===== src/rtl/core/rhc_pkg.sv =====
// Shared types and helpers for the RGB to HSV conversion pipeline.
package rhc_pkg;

    localparam int unsigned CompW  = 8;
    localparam int unsigned HueW   = 11;
    localparam int unsigned DivBitsPerStage = 2;
    localparam int unsigned DivStages = CompW / DivBitsPerStage;

    // Hue sextant bases
    localparam logic [HueW-1:0] HUE_RED     = 11'd0;
    localparam logic [HueW-1:0] HUE_YELLOW  = 11'd256;
    localparam logic [HueW-1:0] HUE_GREEN   = 11'd512;
    localparam logic [HueW-1:0] HUE_CYAN    = 11'd768;
    localparam logic [HueW-1:0] HUE_BLUE    = 11'd1024;
    localparam logic [HueW-1:0] HUE_MAGENTA = 11'd1280;
    localparam logic [HueW-1:0] HUE_FULL    = 11'd1536;

    typedef struct packed {
        logic [CompW-1:0] red;
        logic [CompW-1:0] green;
        logic [CompW-1:0] blue;
    } pix_t;

    typedef struct packed {
        logic [HueW-1:0]  hue;
        logic [CompW-1:0] saturation;
        logic [CompW-1:0] brightness;
    } hsv_t;

    // One restoring divider lane: 255*num / den, quotient known to fit 8 bits
    typedef struct packed {
        logic [CompW-1:0] rem;
        logic [CompW-1:0] low;
        logic [CompW-1:0] den;
        logic [CompW-1:0] quo;
    } div_lane_t;

    typedef struct packed {
        logic [HueW-1:0]  base;
        logic             neg;
        logic [CompW-1:0] value;
    } side_t;

    typedef struct packed {
        div_lane_t hue_div;
        div_lane_t sat_div;
        side_t     side;
    } stage_t;

    // Load a lane with dividend 255*num; upper byte is below den by construction
    function automatic div_lane_t div_load(input logic [CompW-1:0] num,
                                           input logic [CompW-1:0] den);
        logic [2*CompW-1:0] prod;
        div_lane_t          lane;
        prod      = {num, {CompW{1'b0}}} - {{CompW{1'b0}}, num};
        lane.rem  = prod[2*CompW-1:CompW];
        lane.low  = prod[CompW-1:0];
        lane.den  = den;
        lane.quo  = '0;
        return lane;
    endfunction

    // One quotient bit of restoring division
    function automatic div_lane_t div_step(input div_lane_t lane_in);
        logic [CompW:0] trial;
        logic [CompW:0] diff;
        div_lane_t      lane;
        lane  = lane_in;
        trial = {lane_in.rem, lane_in.low[CompW-1]};
        diff  = trial - {1'b0, lane_in.den};
        if (trial >= {1'b0, lane_in.den})
        begin
            lane.rem = diff[CompW-1:0];
            lane.quo = {lane_in.quo[CompW-2:0], 1'b1};
        end
        else
        begin
            lane.rem = trial[CompW-1:0];
            lane.quo = {lane_in.quo[CompW-2:0], 1'b0};
        end
        lane.low = {lane_in.low[CompW-2:0], 1'b0};
        return lane;
    endfunction

endpackage


===== src/rtl/core/rhc_div_stage.sv =====
// One pipeline stage retiring two quotient bits of both dividers.
module rhc_div_stage (
    input  logic            clk,
    input  logic            rst_n,
    input  logic            up_valid,
    output logic            up_ready,
    input  rhc_pkg::stage_t up_data,
    output logic            dn_valid,
    input  logic            dn_ready,
    output rhc_pkg::stage_t dn_data
);
    import rhc_pkg::*;

    logic   valid_reg;
    logic   valid_next;
    stage_t data_reg;
    stage_t data_next;

    // Stage advances when empty or when downstream takes its item
    assign up_ready = !valid_reg || dn_ready;
    assign valid_next = up_ready ? up_valid : valid_reg;

    // Two restoring steps per lane
    always_comb
    begin
        data_next = up_data;
        for (int i = 0; i < DivBitsPerStage; i++)
        begin
            data_next.hue_div = div_step(data_next.hue_div);
            data_next.sat_div = div_step(data_next.sat_div);
        end
    end

    always_ff @(posedge clk or negedge rst_n)
    begin
        if (!rst_n)
            valid_reg <= 1'b0;
        else
            valid_reg <= valid_next;
    end

    always_ff @(posedge clk)
    begin
        if (up_ready && up_valid)
            data_reg <= data_next;
    end

    assign dn_valid = valid_reg;
    assign dn_data  = data_reg;

endmodule


===== src/rtl/core/rgb_to_hsv_convert_unit.sv =====
// Top level: pipelined 8-bit RGB to integer HSV conversion, one pixel per cycle while hsv_ready is high.
// Pipeline: 6 register stages (1 setup, 4 divide, 1 output).
// Throughput: one item per cycle when the output does not stall; each divide stage retires two quotient bits.
// Stalls back up stage by stage; bubbles are squeezed out, nothing is lost or repeated.
// Reset clears all valid bits; data registers are not reset.
module rgb_to_hsv_convert_unit (
    input  logic          clk,
    input  logic          rst_n,
    input  logic          pix_valid,
    output logic          pix_ready,
    input  rhc_pkg::pix_t pix,
    output logic          hsv_valid,
    input  logic          hsv_ready,
    output rhc_pkg::hsv_t hsv
);
    import rhc_pkg::*;

    logic [CompW-1:0] r;
    logic [CompW-1:0] g;
    logic [CompW-1:0] b;
    logic [CompW-1:0] vmax;
    logic [CompW-1:0] vmin;
    logic [CompW-1:0] chroma;
    logic [CompW-1:0] hdiff;
    logic [CompW-1:0] hden;
    logic [CompW-1:0] sden;
    stage_t           setup_next;
    logic             setup_valid_reg;
    stage_t           setup_reg;

    stage_t           chain_data  [0:DivStages];
    logic             chain_valid [0:DivStages];
    logic             chain_ready [0:DivStages];

    logic             out_valid_reg;
    hsv_t             out_reg;
    hsv_t             out_next;
    logic             out_take;

    assign r = pix.red;
    assign g = pix.green;
    assign b = pix.blue;

    // Max, min and chroma
    always_comb
    begin
        vmax = (r > g) ? r : g;
        if (b > vmax)
            vmax = b;
        vmin = (r < g) ? r : g;
        if (b < vmin)
            vmin = b;
        chroma = vmax - vmin;
    end

    // Sextant base, direction and hue numerator; boundaries divide zero by one
    always_comb
    begin
        setup_next.side.value = vmax;
        setup_next.side.neg   = 1'b0;
        setup_next.side.base  = HUE_RED;
        hdiff = '0;
        hden  = 8'd1;
        if (r == g && g == b)
        begin
            setup_next.side.base = HUE_RED;
        end
        else if (r == g)
        begin
            setup_next.side.base = (r > b) ? HUE_YELLOW : HUE_BLUE;
        end
        else if (g == b)
        begin
            setup_next.side.base = (g > r) ? HUE_CYAN : HUE_RED;
        end
        else if (b == r)
        begin
            setup_next.side.base = (r > g) ? HUE_MAGENTA : HUE_GREEN;
        end
        else
        begin
            hden = chroma;
            if (vmax == r)
            begin
                if (g > b)
                begin
                    setup_next.side.base = HUE_RED;
                    hdiff = g - b;
                end
                else
                begin
                    setup_next.side.base = HUE_FULL;
                    setup_next.side.neg  = 1'b1;
                    hdiff = b - g;
                end
            end
            else if (vmax == g)
            begin
                setup_next.side.base = HUE_GREEN;
                setup_next.side.neg  = !(b > r);
                hdiff = (b > r) ? (b - r) : (r - b);
            end
            else
            begin
                setup_next.side.base = HUE_BLUE;
                setup_next.side.neg  = !(r > g);
                hdiff = (r > g) ? (r - g) : (g - r);
            end
        end
        // Black: chroma is zero, so a unit divisor gives saturation zero
        sden = (vmax == '0) ? 8'd1 : vmax;
        setup_next.hue_div = div_load(hdiff, hden);
        setup_next.sat_div = div_load(chroma, sden);
    end

    // Setup stage register
    assign pix_ready = !setup_valid_reg || chain_ready[0];

    always_ff @(posedge clk or negedge rst_n)
    begin
        if (!rst_n)
            setup_valid_reg <= 1'b0;
        else if (pix_ready)
            setup_valid_reg <= pix_valid;
    end

    always_ff @(posedge clk)
    begin
        if (pix_ready && pix_valid)
            setup_reg <= setup_next;
    end

    assign chain_data[0]  = setup_reg;
    assign chain_valid[0] = setup_valid_reg;

    // Divider stages
    for (genvar k = 0; k < DivStages; k++)
    begin : g_div
        rhc_div_stage u_stage (
            .clk      (clk),
            .rst_n    (rst_n),
            .up_valid (chain_valid[k]),
            .up_ready (chain_ready[k]),
            .up_data  (chain_data[k]),
            .dn_valid (chain_valid[k+1]),
            .dn_ready (chain_ready[k+1]),
            .dn_data  (chain_data[k+1])
        );
    end

    // Final hue assembly and output register
    assign chain_ready[DivStages] = !out_valid_reg || hsv_ready;
    assign out_take = chain_ready[DivStages] && chain_valid[DivStages];

    always_comb
    begin
        out_next.hue = chain_data[DivStages].side.neg
            ? chain_data[DivStages].side.base - {3'b000, chain_data[DivStages].hue_div.quo}
            : chain_data[DivStages].side.base + {3'b000, chain_data[DivStages].hue_div.quo};
        out_next.saturation = chain_data[DivStages].sat_div.quo;
        out_next.brightness = chain_data[DivStages].side.value;
    end

    always_ff @(posedge clk or negedge rst_n)
    begin
        if (!rst_n)
            out_valid_reg <= 1'b0;
        else if (chain_ready[DivStages])
            out_valid_reg <= chain_valid[DivStages];
    end

    always_ff @(posedge clk)
    begin
        if (out_take)
            out_reg <= out_next;
    end

    assign hsv_valid = out_valid_reg;
    assign hsv       = out_reg;

endmodule


===== config.mk =====
export PLATFORM = sky130hd
export DESIGN_NAME = rgb_to_hsv_convert_unit
export DESIGN_NICKNAME = d
export VERILOG_FILES = /design/src/rtl/core/rhc_pkg.sv /design/src/rtl/core/rhc_div_stage.sv /design/src/rtl/core/rgb_to_hsv_convert_unit.sv
export SDC_FILE = /design/constraint.sdc
export NUM_CORES = 1
export LEC_CHECK = 0
export ABC_AREA = 1
export BUFFER_PORTS_ARGS = -buffer_cell sky130_fd_sc_hd__buf_2
export CAP_MARGIN = 20
export CELL_PAD_IN_SITES_DETAIL_PLACEMENT = 0
export CELL_PAD_IN_SITES_GLOBAL_PLACEMENT = 1
export CORE_MARGIN = 1
export CORE_UTILIZATION = 55
export DETAILED_ROUTE_END_ITERATION = 6
export MAX_ROUTING_LAYER = met4
export PLACE_DENSITY = 0.94
export SYNTH_ARGS = -nofsm -noshare
export SYNTH_HDL_FRONTEND = slang
export SYNTH_HIERARCHICAL = 1
export SYNTH_SLANG_ARGS = --single-unit

===== constraint.sdc =====
create_clock -name clk -period 12.1 [get_ports clk]
set_input_delay 2.42 -clock clk [delete_from_list [all_inputs] [get_ports clk]]
set_output_delay 2.42 -clock clk [all_outputs]
set_load 0.02 [all_outputs]

Yosys cells after proc, flatten, opt, wreduce, memory -nomap -nowiden

Cells that the tools add are included.

Flip-flop bits (word level): 341
Input port bits: 28
Word-level logic and storage cells: 187

Add/subtract/negate cells: 25
Order comparisons: 24
Equality and inequality tests: 5
Multiplexer cells: 54
Reduce and logical (&&, ||, !) cells: 23

Operator list:

| cell                | number |
|---|---|
| $mux W8             | 27 |
| $sub A8 B8 Y8       | 21 |
| $ge A9 B8 Y1        | 16 |
| $mux W11            | 7 |
| $gt A8 B8 Y1        | 6 |
| $eq A8 B8 Y1        | 5 |
| $sub A16 B8 Y16     | 2 |
| $mux W12            | 2 |
| $mux W1             | 17 |
| $lt A8 B8 Y1        | 2 |
| $add A11 B8 Y11     | 1 |
| $sub A11 B8 Y11     | 1 |
| $mux W10            | 1 |
| $logic_not A1 Y1    | 8 |
| $logic_not A8 Y1    | 1 |
| $logic_and A1 B1 Y1 | 7 |
| $logic_or A1 B1 Y1  | 6 |
| $reduce_or A4 Y1    | 1 |

Longest topological paths before layout

Word-level depth: 12
Gate-level depth with buffers: 41
Depth with buffers taken out: 39

Hierarchy

Netlist, hierarchy kept.

By module, submodules not included:

| module                                | times used | cells each | area an instance (µm²) | seq. area each (µm²) |
|---|---|---|---|---|
| rhc_div_stage at g_div[1].u_stage ... | 2          | 449        | 4623.2                 | 2427.3 |
| rgb_to_hsv_convert_unit               | 1          | 923        | 7578.5                 | 2662.6 |
| rhc_div_stage at g_div[0].u_stage     | 1          | 441        | 4509.3                 | 2427.3 |
| rhc_div_stage at g_div[3].u_stage     | 1          | 442        | 4506.8                 | 2427.3 |

Worst setup path before layout

Ideal clock, no wire load.

Kind: in2reg
From: in hsv_ready
To: reg g_div[0].u_stage.data_reg, in the netlist g_div[0].u_stage/dn_data[0], enable pin
Data arrival time: 6.748 ns
Data required time: 11.556 ns
Setup slack: 4.808 ns
Stages on the path: 10
Buffers on the path: 0
Cells stage by stage: inv_1 > nand2_1 > inv_1 > nand2_1 > inv_1 > nand2_1 > inv_1 > nand2_1 > inv_1 > a21oi_1

RTL lines:

| what                   | RTL line                      | RTL |
|---|---|---|
| start: declaration     | rgb_to_hsv_convert_unit.sv:13 | `input logic hsv_ready,` |
| end signal: assignment | rhc_div_stage.sv:45           | `data_reg <= data_next;` |
| end: declaration       | rhc_div_stage.sv:16           | `stage_t data_reg;` |

==> flow_summary.toml <==
[flow_run]
max_cap_viol_count = 0

[clocking]
path_clk_slew_ns = 0.07
cts_tree = "done"
cts_sinks = 333
cts_root_buf = "clkbuf_16"
h-tree-depth = 2
hold_buffers = 0
postCtsSetupRepairBufs = 0
cts.path.max_buffers = 3
cts_resized = 0
clk_latency_ns = 0.55
cts_inserted_buffers = 35

[sta]
drv_slew = 0
finalSetupViolCount = 0
max_freq_mhz = 122.6
fin_worst_skew_ns = 0.01632
rsz0062_at_grt = "no"
finalSetupTns_ns = 0
fin_hold_ws_ns = 0.4100
fin_crit_sh = 0.6739
worst_pin_slew_ns = 1.072
period_needed_ns = 8.154
hold_viol = 0
slew_headroom = 0.2834

[critical_path]
crit_path_top_delay_cell = "nand2_2"
cp_max_fo = 27
cp_common_cell = "inv_1"
path_class = "input port to flip-flop"
endpoint_kind = "flip-flop"
startpoint_type = "input port"
slowest_delay_ns = 0.55
required_ns = 12.39
cp.arrival_ns = 8.45

[yosys]
syn_area_mm2 = 0.02281
synth_cells = 2512
yosysWarningCount = 6
post_synth.cell_area_avg_um2 = 9.081

[detailed_routing]
wirelength_um = 53570
first_iter_violations = 1211
avgViaCountPerCell = 5.402
first_pass_iters = 7
ant_nets = 0
drc = 0
via_count = 17090
wire_per_inst_um = 16.93

[floorplan]
start_util = 0.5587
rows = 74
dieHeight_um = 205.7
io_pins = 57
core_region_area_mm2 = 0.04083
dieWidth_um = 205.7
die_area_mm2 = 0.04229

[global_route]
grt_pass1_wl_um = 85910
grt.total_usage = 0.2677
grt_pass1_vias = 16330
antenna_found_initial = 5
grt_max_degree = 61
grt-ovfl-total = 0

[cells_and_area]
syn_to_final_growth_pct = 9.187
final_common_cell = "nand2_1"
regArea_mm2 = 0.009970
mostFrequentLayoutCells = "nand2_1, inv_1, edfxtp_1, ha_1, nand3_1"
fin_util = 0.6100
multi_input_comb_area_mm2 = 0.01135
final_nets = 2860
fill_cells = 3400
largest_reg_flops = 240
layout-drive-gt1-share = 0.1195

[power]
vdd_ir_drop_max_mv = 0.1395
power-per-cell-area_mw_per_mm2 = 317.6
leakagePower_nw = 11.61

[status]
status = "completed"

[worst_hold_path]
hold_path_class = "flip-flop to flip-flop"

[placed_design]
dp_hpwl_um = 42590
portBuffers = 56
gp_congestion = 0.9980
## path summary, 6_finish.rpt
kind / from / end / slack (ns) / depth (start not counted)
worst max-delay path: pix[16] / chain_data[380] / 3.95 / 33
worst min-delay path: g_div[2].u_stage/dn_data[20] / g_div[3].u_stage/dn_data[22] / 0.41 / 0
worst max register to register: g_div[0].u_stage/dn_data[34] / g_div[1].u_stage/dn_data[51] / 8.42 / 16
worst min register to register: g_div[2].u_stage/dn_data[20] / g_div[3].u_stage/dn_data[22] / 0.41 / 0
max in group asynchronous: rst_n / g_div[2].u_stage/dn_valid / 10.22 / 1
min in group asynchronous: rst_n / hsv_valid / 1.71 / 1
## where the power goes
| group | switching, W | internal [W] | total [W] | leakage, nW |
|---|---|---|---|---|
| Combinational | 0.00300 | 0.00174 | 0.00474 | 7.84 |
| Sequential | 0.000191 | 0.00189 | 0.00209 | 3.23 |
| Clock | 0.000468 | 0.000618 | 0.00109 | 0.551 |
## per-layer routing
layer	vias to the layer above	wire [um]	global-route usage
met2	489	24120	0.4105
met1	7914	24970	0.3707
li1	8592	-	-
met3	98	2991	0.03278
met5	-	0	-
met4	0	1493	0.08386
## worst max-delay path: cells and delay by family
kind / cells / cell delay, ns
and+or+nand+nor: 17 / 3.10
adders and majority gates: 6 / 1.77
buffers and inverters: 8 / 0.75
xor gates and xnor gates: 1 / 0.19
AOI/OAI and AO/OA: 1 / 0.17
## metrics by stage
step	setup slack [ns]	total power (W)	cell area, um^2	instances
3_5_place_dp	3.499	0.006786	23710	3094
3_3_place_gp	3.614	0.006670	23710	3094
6_report	3.946	0.007911	24910	3164
4_1_cts	4.052	0.007910	24880	3158
2_1_floorplan	4.905	0.005825	22840	2519
5_1_grt	3.387	0.008654	24910	3163
## layout make-up
| cell class | instances | area share |
|---|---|---|
| clock buffer | 44 | 0.03692 |
| sequential | 333 | 0.4003 |
| multi-input combinational | 1795 | 0.4557 |
| clock inverter | 20 | 0.009946 |
| inverter | 372 | 0.05606 |
| tap | 532 | 0.02672 |
| antenna | 5 | 0.0005023 |
| timing repair buffer | 63 | 0.01386 |
Note: power is estimated with default switching activity, not from simulation.
